**src/sv/swmf_pkg.sv**
```systemverilog
package swmf_pkg;

	// Fixed field widths
	localparam int SAMPLE_W = 16;
	localparam int SIZE_W   = 6;

	// Window size after reset
	localparam logic [SIZE_W-1:0] SIZE_RESET = SIZE_W'(20);

	// Controller to datapath commands
	typedef struct packed {
		logic capture;   // input beat taken: latch sample, read old entry
		logic update;    // write entry, update running total, start divide
		logic load_out;  // load output register
		logic clear;     // size write: clear window, position, flag, total
	} swmf_cmd_t;

	// Datapath to controller status
	typedef struct packed {
		logic div_busy;
	} swmf_sts_t;

endpackage

```
**src/sv/sliding_window_mean_filter.sv**
```systemverilog
// Moving average over a configurable window of signed 16-bit samples.
// Each sample passes the update, divide and done steps before its result is registered;
// the divide runs on the one-bit-per-cycle divider over TW = 16 + clog2(WINDOW_MAX) bits.
// One sample is in work at a time; the next sample is taken while a result waits.
// Reset (arst_n low, async): window size 20, window store empty (reads as zero),
// write position, filled flag and running total zero, no result pending.
module sliding_window_mean_filter import swmf_pkg::*; #(
	parameter int WINDOW_MAX = 32
) (
	input  logic                       clk,
	input  logic                       arst_n,
	// sample channel
	input  logic                       in_valid,
	output logic                       in_stall,
	input  logic signed [SAMPLE_W-1:0] sample,
	// result channel
	output logic                       out_valid,
	input  logic                       out_stall,
	output logic signed [SAMPLE_W-1:0] mean,
	output logic                       window_full,
	// window size register write
	input  logic                       cfg_valid,
	output logic                       cfg_ready,
	input  logic        [SIZE_W-1:0]   window_size
);

	// Flow per sample beat:
	//   accept  : latch sample, read the old entry at the write position
	//             (entries not written since the last clear read as zero)
	//   update  : total += sample - old entry, write entry, advance and wrap
	//             the position; first wrap sets the filled flag; start divide
	//   divide  : |total| / size, one quotient bit per cycle, sign restored
	//             afterward so the mean truncates toward zero
	//   done    : load the output register once it is free, then go idle
	// A size write (only while idle) clears store valid bits, position,
	// flag and total together; the new size applies from the next sample.

	swmf_cmd_t cmd;
	swmf_sts_t sts;

	swmf_ctrl u_ctrl (
		.clk       (clk),
		.arst_n    (arst_n),
		.in_valid  (in_valid),
		.in_stall  (in_stall),
		.out_valid (out_valid),
		.out_stall (out_stall),
		.cfg_valid (cfg_valid),
		.cfg_ready (cfg_ready),
		.cmd       (cmd),
		.sts       (sts)
	);

	swmf_datapath #(
		.WINDOW_MAX(WINDOW_MAX)
	) u_dp (
		.clk         (clk),
		.arst_n      (arst_n),
		.cmd         (cmd),
		.sts         (sts),
		.sample      (sample),
		.window_size (window_size),
		.mean        (mean),
		.window_full (window_full)
	);

endmodule

```
**src/sv/swmf_div.sv**
```systemverilog
module swmf_div import swmf_pkg::*; #(
	parameter int TW = 21
) (
	input  logic                       clk,
	input  logic                       arst_n,
	input  logic                       start,
	input  logic signed [TW-1:0]       dividend,
	input  logic        [SIZE_W-1:0]   divisor,
	output logic                       busy,
	output logic signed [SAMPLE_W-1:0] quotient
);

	localparam int CW = $clog2(TW + 1);

	logic [CW-1:0]     cnt_q;
	logic              neg_q;
	logic [TW-1:0]     quo_q;
	logic [SIZE_W-1:0] rem_q;
	logic [SIZE_W-1:0] dvs_q;

	logic [SIZE_W:0]   rem_sh;
	logic [SIZE_W:0]   rem_nxt;
	logic              ge;
	logic [TW-1:0]     mag;
	logic [TW-1:0]     res;

	// restoring divide, one quotient bit per cycle, on the magnitude
	assign rem_sh  = {rem_q, quo_q[TW-1]};
	assign ge      = rem_sh >= {1'b0, dvs_q};
	assign rem_nxt = ge ? (rem_sh - {1'b0, dvs_q}) : rem_sh;
	assign mag     = dividend[TW-1] ? (~dividend + 1'b1) : dividend;
	assign res     = neg_q ? (~quo_q + 1'b1) : quo_q;
	assign quotient = res[SAMPLE_W-1:0];
	assign busy    = (cnt_q != '0);

	always_ff @(posedge clk or negedge arst_n) begin
		if (!arst_n) begin
			cnt_q <= '0;
			neg_q <= 1'b0;
		end else if (start) begin
			cnt_q <= CW'(TW);
			neg_q <= dividend[TW-1];
		end else if (busy) begin
			cnt_q <= cnt_q - 1'b1;
		end
	end

	always_ff @(posedge clk) begin
		if (start) begin
			quo_q <= mag;
			rem_q <= '0;
			dvs_q <= divisor;
		end else if (busy) begin
			quo_q <= {quo_q[TW-2:0], ge};
			rem_q <= rem_nxt[SIZE_W-1:0];
		end
	end

endmodule

```
**src/sv/swmf_datapath.sv**
```systemverilog
module swmf_datapath import swmf_pkg::*; #(
	parameter int WINDOW_MAX = 32
) (
	input  logic                       clk,
	input  logic                       arst_n,
	input  swmf_cmd_t                  cmd,
	output swmf_sts_t                  sts,
	input  logic signed [SAMPLE_W-1:0] sample,
	input  logic        [SIZE_W-1:0]   window_size,
	output logic signed [SAMPLE_W-1:0] mean,
	output logic                       window_full
);

	localparam int PW      = $clog2(WINDOW_MAX);
	localparam int TW      = SAMPLE_W + PW;
	localparam int CMPW    = (PW > SIZE_W) ? PW : SIZE_W;
	localparam int SIZE_TOP = (1 << SIZE_W) - 1;
	localparam int EFF_MAX = (WINDOW_MAX < SIZE_TOP) ? WINDOW_MAX : SIZE_TOP;
	localparam logic [SIZE_W-1:0] EFF_MAX_V = SIZE_W'(EFF_MAX);

	logic        [SIZE_W-1:0]   size_q;
	logic        [PW-1:0]       pos_q;
	logic                       filled_q;
	logic signed [TW-1:0]       total_q;
	logic        [WINDOW_MAX-1:0] vld_q;

	logic signed [SAMPLE_W-1:0] mem [WINDOW_MAX];
	logic signed [SAMPLE_W-1:0] sample_q;
	logic signed [SAMPLE_W-1:0] rd_q;
	logic                       old_vld_q;
	logic        [PW-1:0]       addr_q;
	logic signed [SAMPLE_W-1:0] mean_q;
	logic                       full_q;

	logic        [SIZE_W-1:0]   eff;
	logic        [PW-1:0]       pos_eff;
	logic signed [SAMPLE_W-1:0] old;
	logic signed [TW-1:0]       total_nxt;
	logic        [CMPW:0]       pos_inc;
	logic                       wrap;
	logic                       div_busy;
	logic signed [SAMPLE_W-1:0] quotient;

	// size zero counts as one, sizes above the store saturate
	always_comb begin
		eff = size_q;
		if (size_q == '0) begin
			eff = SIZE_W'(1);
		end else if (size_q > EFF_MAX_V) begin
			eff = EFF_MAX_V;
		end
	end

	assign pos_eff   = (CMPW'(pos_q) >= CMPW'(eff)) ? '0 : pos_q;
	assign old       = old_vld_q ? rd_q : '0;
	assign total_nxt = total_q + TW'(sample_q) - TW'(old);
	assign pos_inc   = (CMPW + 1)'(addr_q) + 1'b1;
	assign wrap      = pos_inc >= (CMPW + 1)'(eff);

	// control state
	always_ff @(posedge clk or negedge arst_n) begin
		if (!arst_n) begin
			size_q   <= SIZE_RESET;
			pos_q    <= '0;
			filled_q <= 1'b0;
			total_q  <= '0;
			vld_q    <= '0;
		end else if (cmd.clear) begin
			size_q   <= window_size;
			pos_q    <= '0;
			filled_q <= 1'b0;
			total_q  <= '0;
			vld_q    <= '0;
		end else if (cmd.update) begin
			total_q       <= total_nxt;
			vld_q[addr_q] <= 1'b1;
			if (wrap) begin
				pos_q    <= '0;
				filled_q <= 1'b1;
			end else begin
				pos_q <= pos_inc[PW-1:0];
			end
		end
	end

	// window store, registered read
	always_ff @(posedge clk) begin
		if (cmd.capture) begin
			rd_q <= mem[pos_eff];
		end
		if (cmd.update) begin
			mem[addr_q] <= sample_q;
		end
	end

	// payload registers
	always_ff @(posedge clk) begin
		if (cmd.capture) begin
			sample_q  <= sample;
			addr_q    <= pos_eff;
			old_vld_q <= vld_q[pos_eff];
		end
		if (cmd.load_out) begin
			mean_q <= filled_q ? quotient : '0;
			full_q <= filled_q;
		end
	end

	swmf_div #(
		.TW(TW)
	) u_div (
		.clk      (clk),
		.arst_n   (arst_n),
		.start    (cmd.update),
		.dividend (total_nxt),
		.divisor  (eff),
		.busy     (div_busy),
		.quotient (quotient)
	);

	assign sts.div_busy = div_busy;
	assign mean         = mean_q;
	assign window_full  = full_q;

endmodule

```
**src/sv/swmf_ctrl.sv**
```systemverilog
module swmf_ctrl import swmf_pkg::*; (
	input  logic      clk,
	input  logic      arst_n,
	input  logic      in_valid,
	output logic      in_stall,
	output logic      out_valid,
	input  logic      out_stall,
	input  logic      cfg_valid,
	output logic      cfg_ready,
	output swmf_cmd_t cmd,
	input  swmf_sts_t sts
);

	typedef enum logic [1:0] {
		ST_IDLE,
		ST_UPDATE,
		ST_DIV,
		ST_DONE
	} state_t;

	state_t state_q;
	logic   out_valid_q;
	logic   idle;
	logic   out_free;

	assign idle     = (state_q == ST_IDLE);
	assign out_free = !out_valid_q || !out_stall;

	// size writes win over a sample in the same cycle
	assign cfg_ready   = idle;
	assign in_stall    = !idle || cfg_valid;
	assign out_valid   = out_valid_q;

	assign cmd.capture  = idle && in_valid && !cfg_valid;
	assign cmd.update   = (state_q == ST_UPDATE);
	assign cmd.load_out = (state_q == ST_DONE) && out_free;
	assign cmd.clear    = idle && cfg_valid;

	always_ff @(posedge clk or negedge arst_n) begin
		if (!arst_n) begin
			state_q     <= ST_IDLE;
			out_valid_q <= 1'b0;
		end else begin
			if (cmd.load_out) begin
				out_valid_q <= 1'b1;
			end else if (out_valid_q && !out_stall) begin
				out_valid_q <= 1'b0;
			end
			unique case (state_q)
				ST_IDLE: begin
					if (cmd.capture) begin
						state_q <= ST_UPDATE;
					end
				end
				ST_UPDATE: begin
					state_q <= ST_DIV;
				end
				ST_DIV: begin
					if (!sts.div_busy) begin
						state_q <= ST_DONE;
					end
				end
				ST_DONE: begin
					if (out_free) begin
						state_q <= ST_IDLE;
					end
				end
				default: begin
					state_q <= ST_IDLE;
				end
			endcase
		end
	end

endmodule

```
**config.mk**
```make
export PLATFORM = sky130hd
export DESIGN_NAME = sliding_window_mean_filter
export DESIGN_NICKNAME = d
export VERILOG_FILES = /design/src/sv/swmf_pkg.sv /design/src/sv/sliding_window_mean_filter.sv /design/src/sv/swmf_div.sv /design/src/sv/swmf_datapath.sv /design/src/sv/swmf_ctrl.sv
export SDC_FILE = /design/constraint.sdc
export NUM_CORES = 1
export LEC_CHECK = 0
export BUFFER_PORTS_ARGS = -buffer_cell sky130_fd_sc_hd__clkbuf_2
export CAP_MARGIN = 20
export CORE_MARGIN = 3
export CORE_UTILIZATION = 25
export CTS_CLUSTER_DIAMETER = 40
export CTS_CLUSTER_SIZE = 30
export DETAILED_ROUTE_END_ITERATION = 10
export HOLD_SLACK_MARGIN = 0.02
export SLEW_MARGIN = 20
export SYNTH_ARGS = -nofsm -noshare
export SYNTH_HDL_FRONTEND = slang
export SYNTH_HIERARCHICAL = 1
export SYNTH_SLANG_ARGS = --single-unit
export TNS_END_PERCENT = 100
```
**constraint.sdc**
```tcl
create_clock -name clk -period 7.15 [get_ports clk]
set_input_delay 0.715 -clock clk [delete_from_list [all_inputs] [get_ports clk]]
set_output_delay 0.715 -clock clk [all_outputs]
set_load 0.01 [all_outputs]
```
# Word level (Yosys, flattened, before mapping)
# Memories as Yosys holds them, arrays and structs flattened. A register that Yosys moved wholly into a read port is not among the register bits.
# Index checks and enable logic that the tools add are counted.
# totals
ff_bits,146
ram_bits,512
output_inout_bits,20
elab_cells,95
n_memories,1
# op_classes
add_sub_neg,7
n_lt_le_gt_ge,7
eq_ne,6
n_mux,33
bitwise,3
reduce_logical,21
# memory_table
memory,words,width,rd,rd_clocked_by_memory_dff,write_ports,line_no,text
u_dp.mem,32,16,1,1,1,swmf_datapath.sv:27,logic signed [SAMPLE_W-1:0] mem [WINDOW_MAX];
# ops
op,n
2-to-1 mux 21 bit,5
2-to-1 mux 32 bit,2
2-to-1 mux 16 bit,2
bitwise OR 32 bit,1
2-to-1 mux 5 bit,6
adder 21 x 1 -> 21 bit (second input constant),1
adder 21 x 16 -> 21 bit,1
inverter 21 bit,1
subtractor 21 x 16 -> 21 bit,1
2-to-1 mux 6 bit,3
adder 16 x 1 -> 16 bit (second input constant),1
inverter 16 bit,1
greater-or-equal comparator 7 x 6 -> 1 bit,2
< comparator 5 x 6 -> 1 bit (second input constant),2
2-to-1 mux 1 bit,9
one-hot mux 2 bit (4 select lines),1
nonzero test 2 bit,4
adder 5 x 1 -> 6 bit (second input constant),1
greater-or-equal comparator 5 x 6 -> 1 bit,1
> comparator 6 bit (second input constant),1
logical AND 1 bit,6
zero test 6 bit,1
2-to-1 mux 2 bit,3
subtractor 6 bit,1
other kinds (14),20

# Depth between registers and ports, before layout
# Gate-level depths: netlist of the first run.
# depth
depth_word,7
ltp_mapped,17

# Modules after synthesis
# Netlist of the first run, hierarchy kept.
# by_module_without_submodules
mod,n_inst,cells_each,area_each_um2
swmf_datapath,1,1817,26540.5
swmf_div,1,271,2596.2
swmf_ctrl,1,20,245.2

# Worst setup path after synthesis of the first run
# Ideal clock, no wire load.
# synth_timing
kind,flip-flop to flip-flop
start,register u_dp.sample_q[6]
end,register u_dp.u_div.quo_q[18] (data pin)
arrival_time_ns,4.134
t_required_ns,6.880
setup_slack_ns,2.745
stages_incl_launch_ff,15
synth_period_minus_slack_ns,4.405
cell_sequence,edfxtp_1 inv_1 fa_1 inv_1 ha_1 a2111oi_0 nand2_1 a31o_2 a21oi_1 xnor2_1 or3_4 or4_4 o41ai_2 xor2_1 a21oi_1
# synth_via
elab_chain_len,6
# synth_rtl
item,line_no,text
start: declaration,swmf_datapath.sv:28,logic signed [SAMPLE_W-1:0] sample_q;
start signal: assignment,swmf_datapath.sv:99,sample_q <= sample;
adder 21 x 16 -> 21 bit,swmf_datapath.sv:56,assign total_nxt = total_q + TW'(sample_q) - TW'(old);
subtractor 21 x 16 -> 21 bit,swmf_datapath.sv:56,
via u_dp.total_nxt[11],swmf_datapath.sv:38,logic signed [TW-1:0] total_nxt;
inverter 21 bit,swmf_div.sv:31,assign mag = dividend[TW-1] ? (~dividend + 1'b1) : dividend;
adder 21 x 1 -> 21 bit,swmf_div.sv:31,
2-to-1 mux 21 bit,swmf_div.sv:31,
2-to-1 mux 21 bit,swmf_div.sv:49,if (start) begin
end signal: assignment,swmf_div.sv:50,quo_q <= mag;
end signal: assignment,swmf_div.sv:54,"quo_q <= {quo_q[TW-2:0], ge};"
end: declaration,swmf_div.sv:17,logic [TW-1:0] quo_q;
# The timed path passes the listed nets, and every way through them passes these cells.
# A chain may end at the register's enable or synchronous reset.

# Worst setup path in the final report of the first run
# Ends and elaborated chain as after synthesis.

==> results of run 1 <==
==> cells in the final DEF, fill, tap and decap left out, drive strengths merged, types with 9 or more instances in the layout <==
cell type	instances
edfxtp	594
nor2	184
nand2	142
mux2i	140
inv	134
clkbuf	133
a21oi	131
dfrtp	72
buf	66
o221ai	51
a22o	51
o21ai	51
ha	50
xnor2	36
and2	36
o22ai	35
mux2	25
xor2	24
fa	21
nand3	20
a31oi	20
clkinv	20
o32a	18
a21boi	18
o311ai	18
o2bb2ai	17
a21o	13
nand2b	11
clkinvlp	10
o31ai	10
bufinv	9
or3	9
==> per-stage QoR <==
step / power [W] / worst slack (ns) / std cells / cell area (um2) / hold slack (ns)
after floorplan: 0.009049 / 2.745 / 2108 / 29380 / 0.4194
after global placement: 0.01045 / 2.448 / 3635 / 31540 / 0.4730
after detailed placement: 0.01050 / 2.394 / 3635 / 31550 / 0.4876
after CTS: 0.01473 / 2.376 / 3783 / 34310 / 0.2059
after global routing: 0.01555 / 2.017 / 3784 / 34320 / 0.2068
final: 0.01465 / 2.328 / 3784 / 34320 / 0.2501
==> routing by layer <==
layer,routed length (um),vias to the layer above
li1,-,8125
met1,35340,9054
met2,32750,706
met3,6721,131
met4,2033,2
met5,11,-
==> state kept, by name (all words and copies together), names as in the netlist <==
name              count
u_dp/addr_q           5
u_dp/u_div/cnt_q      5
u_dp/u_div/rem_q      6
u_dp/rd_q            16
u_dp/filled_q         1
u_dp/old_vld_q        1
u_dp/sample_q        16
u_dp/vld_q           32
u_dp/window_full      1
u_dp/u_div/neg_q      1
u_ctrl/out_valid      1
u_dp/size_q           6
u_dp/u_div/dvs_q      6
u_dp/pos_q            5
u_dp/mem            512
u_ctrl/state_q        2
u_dp/mean            16
u_dp/u_div/quo_q     21
u_dp/total_q         21
==> power breakdown <==
group          internal [W]  leakage, nW  switching [W]
sequential          0.00480         6.39       0.000307
clock               0.00244         1.31        0.00174
combinational       0.00202         4.27        0.00333
total               0.00927         12.0        0.00538
==> path summary, 6_finish.rpt <==
| check | start | end | slack (ns) | depth (start not counted) |
|---|---|---|---|---|
| max | u_dp/sample_q[6] | u_dp/u_div/quo_q[18] | 2.33 | 15 |
| min | sample[8] | u_dp/sample_q[8] | 0.25 | 1 |
| max reg2reg | u_dp/sample_q[6] | u_dp/u_div/quo_q[18] | 2.33 | 15 |
| min reg2reg | u_dp/vld_q[15] | u_dp/vld_q[15] | 0.50 | 2 |
| max in group asynchronous | arst_n | u_dp/pos_q[0] | 5.37 | 3 |
| min in group asynchronous | arst_n | u_dp/size_q[0] | 0.48 | 2 |
==> layout make-up <==
| type | count | area (um2) |
|---|---|---|
| multi-input cells | 1213 | 8680 |
| repair buffers | 112 | 734.5 |
| well taps | 1524 | 1907 |
| inverters | 114 | 430.4 |
| fillers | 11690 | 82040 |
| clock buffers | 88 | 2021 |
| flip-flops and latches | 674 | 19820 |
| clock inverters | 59 | 729.5 |
==> worst reg2reg max path, stage by stage (launching register included) <==
cell       delay [ns]
edfxtp_1         0.31
buf_4            0.35
inv_1            0.13
fa_1             0.51
inv_1            0.04
ha_1             0.36
a2111oi_0        0.49
nand2_1          0.20
a31o_2           0.24
a21oi_1          0.22
xnor2_1          0.17
or3_4            0.44
or4_4            0.46
o41ai_2          0.33
xor2_1           0.18
a21oi_1          0.09
==> logic make-up (layout without fill, tap and decap cells) <==
logic type | after synthesis | count (layout) | synth area share [%]
adders and majority gates | 71 | 71 | 3.560
and+or+nand+nor | 443 | 443 | 6.822
buffers and inverters | 221 | 373 | 3.138
muxes | 165 | 165 | 5.740
xor gates and xnor gates | 60 | 60 | 1.789
DFF | 674 | 674 | 67.43
AOI/OAI and AO/OA | 474 | 474 | 11.52
==> results.cfg, run 1 <==
[floorplan]
rows = 125
core-area_mm2 = 0.1164
die_area_mm2 = 0.1217
ioPinCount = 47
start_util_pct = 25.25
die_w_um = 348.8
die_height_um = 348.8

[logic_synthesis]
synth_area_mm2 = 0.02938
ys_seq_area_share_pct = 67.43
post-synth-top-count-cell = edfxtp_1
synthDistinctLibCells = 80
synthTopCellsByArea = edfxtp_1 (61%), dfrtp_1 (6.1%), mux2i_1 (4.8%), nor2_1 (2.3%), a21oi_1 (2.2%)
synth_edf_count = 594
yosys.area.top_type = edfxtp_1
synth_common_cells = edfxtp_1 (594), nor2_1 (182), nand2_1 (141)
yosys.area.top_type_share_pct = 60.71
syn_avg_cell_area_um2 = 13.94
ys.flop_type = edfxtp_1
yosysWarnings = 6
synth-async-reset-ratio_pct = 10.98
synth_seq_cells = 674
syn_inst = 2108
synth_fp_nets = 2206

[cts]
clockBufferDepth = 3
clock_latency_ns = 0.64
ctsRootBufferMaster = clkbuf_16
cts_sinks = 674
cts-resized-gates = 0
cts_tree = done
postCtsHoldBufs = 1
htreeDepth = 3
cts_setup_buffers = 0
path_clk_slew_ns = 0.06
cts_buffers = 79

[timing]
fin_tns_setup_ns = 0
hold_violations = 0
worst_pin_slew_ns = 1.035
max_freq_mhz = 207.4
grt_setup_unrepaired = no
fin_crit_sh_pct = 67.45
slew_viol_final = 0
max_slew_margin_pct = 30.96
skew_ns = 0.03366
setup_viol = 0
final.min_clock_period_ns = 4.822

[drt]
first_iter_violations = 1743
routed_via_density = 4.762
firstDrtPassIters = 7
avgRoutedWirePerCell_um = 20.31
antenna_left = 0
drc = 0
wl_mm = 76.85
vias = 18020

[global_route]
grt_overflow = 0
grtUsageMet3_pct = 2.676
antenna_found_initial = 5
grt_pass1_wl_mm = 115.2
grt.total_usage_pct = 12.46
met1_usage_pct = 18.37
met2_usage_pct = 18.15
busiest_layer = met1
grt_pass1_vias = 17330
grt_start_max_net_pins = 81

[placed_design]
detailed_place_hpwl_mm = 48.17
port-buffer-count = 46
routabilityCongestion = 0.8065

[hold_path]
hold_class = in2reg

[flow_run]
maxCapViolCount = 0

[layout]
post-route-util_pct = 29.49
syn2layout_area_growth_pct = 16.81
diodes = 0
drive_gt1_share_pct = 14.03
nets = 2292

[setup_path]
crit_required_ns = 7.47
worstSetupPathType = reg2reg
critPathMaxStageDelay_ns = 0.51
critical_path.startpoint_type = flip-flop
crit_family = compound AO/OA/AOI/OAI gates
cp_num_buf_inv = 3
arrival_ns = 5.14
worstSetupEndpointType = flip-flop
crit_chain = buf_4, inv_1, fa_1, inv_1, ha_1, a2111oi_0, nand2_1, a31o_2, a21oi_1, xnor2_1, or3_4, or4_4, o41ai_2, xor2_1, a21oi_1
crit_slowest_cell = fa_1
worst-path-max-fanout = 33

[power]
power_per_cell_area_mw_per_mm2 = 426.8
ir_worst_vdd_v = 0.0002706
leakagePower_nw = 11.97

[status]
status = finished, final reports clean
No activity file was read; power rests on OpenSTA's default activity.
==> run 2: changes to the inputs <==
clock period = 4.8 ns   (was 7.15 ns; I/O delays follow)
==> run 2 against run 1 <==
Net effect: hold slack got worse by 0.18 ns; power is 58% higher; die area unchanged; sequential power grew 48%; global-route usage down 0.16 points; non-clock buffer count rose by 37; largest power group unchanged; register-to-register slack worse by 2.1 ns; critical path depth stayed put; clock power up 68%; combinational power grew 60%; largest cell class unchanged; setup slack got worse by 2.1 ns; first-iteration DRC count shrank 13%.
==> results.cfg, run 2 (synthesis gave the netlist of run 1 again) <==
[status]
status = finished, final reports clean

[layout]
stdcell_count = 3842
top_register = u_dp/mem
syn2layout_area_growth_pct = 19.63
drive_gt1_share_pct = 15.71
post-route-util_pct = 30.21
layout_common_cells = edfxtp_1 (594), nor2_1 (179), nand2_1 (141), mux2i_1 (140), a21oi_1 (129)
largest_reg_flops = 512
reg_top3 = u_dp/mem: 512 flops, u_dp/vld_q: 32 flops
final_common_cell = edfxtp_1
fin_area_mm2 = 0.03515
multi_input_area_mm2 = 0.008675
seqCellArea_mm2 = 0.01982
nets = 2340
n_fill_cell = 11630

[drt]
avgRoutedWirePerCell_um = 19.87
routed_via_density = 4.692
first_iter_violations = 1525
firstDrtPassIters = 6
antenna_left = 0
drc = 0
wl_mm = 76.33
vias = 18030

[setup_path]
critical_path.startpoint_type = flip-flop
crit_top_cell = a21oi_1
crit_slowest_cell = edfxtp_1
worstSetupEndpointType = flip-flop
cp_num_cells = 15
crit_chain = clkbuf_2, and2_1, fa_1, inv_1, ha_1, a2111oi_0, nand2_1, a31o_2, a21oi_1, xnor2_1, or3_4, or4_4, o41ai_2, xor2_1, a21oi_1
endpoint = u_dp/u_div/quo_q[18]
crit_start = u_dp/old_vld_q
rr_worst_depth = 15
r2r_start = u_dp/old_vld_q
crit_required_ns = 5.12
r2r_slack_ns = 0.27
crit_family = simple AND/OR/NAND/NOR gates
worst-path-max-fanout = 7
cp_num_buf_inv = 2
arrival_ns = 4.85
rr_endpoint = u_dp/u_div/quo_q[18]
worstSetupPathType = reg2reg
critPathMaxStageDelay_ns = 0.47

[timing]
grt_setup_unrepaired = no
max_freq_mhz = 220.6
fin_tns_setup_ns = 0
fin_crit_sh_pct = 94.43
final.min_clock_period_ns = 4.533
setup_viol = 0
hold_violations = 0
max_slew_margin_pct = 31.40
skew_ns = 0.04597
worst_pin_slew_ns = 1.028
slew_viol_final = 0

[cts]
clock_latency_ns = 0.66
ctsRootBufferMaster = clkbuf_16
clockBufferDepth = 3
cts_buffers = 90
cts_tree = done
cts_sinks = 674
htreeDepth = 3
path_clk_slew_ns = 0.05

[floorplan]
rows = 125
ioPinCount = 47
core-area_mm2 = 0.1164
start_util_pct = 25.25
die_area_mm2 = 0.1217
die_height_um = 348.8
die_w_um = 348.8

[global_route]
grt.total_usage_pct = 12.30
antenna_found_initial = 4
grt_pass1_wl_mm = 113.4
grt_start_max_net_pins = 73
grt_pass1_vias = 17270
grt_overflow = 0

[power]
power_w = 0.02315
power_per_cell_area_mw_per_mm2 = 658.7
leakagePower_nw = 12.39
ir_worst_vdd_v = 0.0003287

[flow_run]
maxCapViolCount = 0

[placed_design]
placed_cell_area_mm2 = 0.03182
port-buffer-count = 46
routabilityCongestion = 0.8304
dp_cells = 3663
detailed_place_hpwl_mm = 47.25

[hold_path]
hold_class = in2reg
-- run 2: changes by cell type in the layout (fill, tap and decap cells not counted), sizes merged --
cell | before | now
diode | 0 | 1
inv | 134 | 122
clkinvlp | 10 | 13
buf | 66 | 95
clkbuf | 133 | 148
dlygate4sd3 | 1 | 8
clkinv | 20 | 29
bufinv | 9 | 15
-- run 2: report_power, final --
part           internal [W]  total (W)  switching [W]  leakage [nW]
logic               0.00329    0.00857        0.00529          4.46
clock network       0.00438    0.00703        0.00265          1.53
registers           0.00716    0.00755       0.000390          6.39
total                0.0148     0.0232        0.00832          12.4
-- run 2: area by class of cell --
type,count,share of cell area (%)
clock inverters,65,2.535
flip-flops and latches,674,56.39
clock buffers,102,6.653
inverters,114,1.225
well taps,1524,5.425
multi-input cells,1213,24.68
repair buffers,149,3.090
diodes,1,0.007119
-- run 2: how the worst min path moves through the flow --
| stage | start | endpoint | slack [ns] | cells after the start |
|---|---|---|---|---|
| floorplan | arst_n | u_ctrl/out_valid | 0.18 | 0 |
| global placement | u_dp/vld_q[23] | u_dp/vld_q[23] | 0.47 | 2 |
| detailed placement | u_dp/u_div/cnt_q[4] | u_dp/u_div/cnt_q[4] | 0.48 | 2 |
| CTS | sample[3] | u_dp/sample_q[3] | 0.05 | 1 |
| global route | sample[3] | u_dp/sample_q[3] | 0.05 | 1 |
| finish | sample[3] | u_dp/sample_q[3] | 0.07 | 1 |
-- run 2: through the flow --
stage          hold WS (ns)  worst slack, ns
2_1_floorplan        0.1844           0.3954
3_3_place_gp         0.4744           0.2259
3_5_place_dp         0.4832           0.2358
4_1_cts             0.05315           0.2142
5_1_grt             0.05299          0.06376
6_report            0.07227           0.2673
-- run 2: metal layers --
layer / track usage, % / wire [um]
met5: 0 / 0
met4: 4.075 / 2160
met3: 2.995 / 5860
met2: 18.42 / 33760
met1: 17.39 / 34540
-- run 2: repair_timing --
action,4_1_cts,5_1_grt
hold buffers,8,0
gates resized for setup,0,0
buffers inserted,0,3
setup endpoints to repair,0,1
endpoints found under the hold margin,41,0
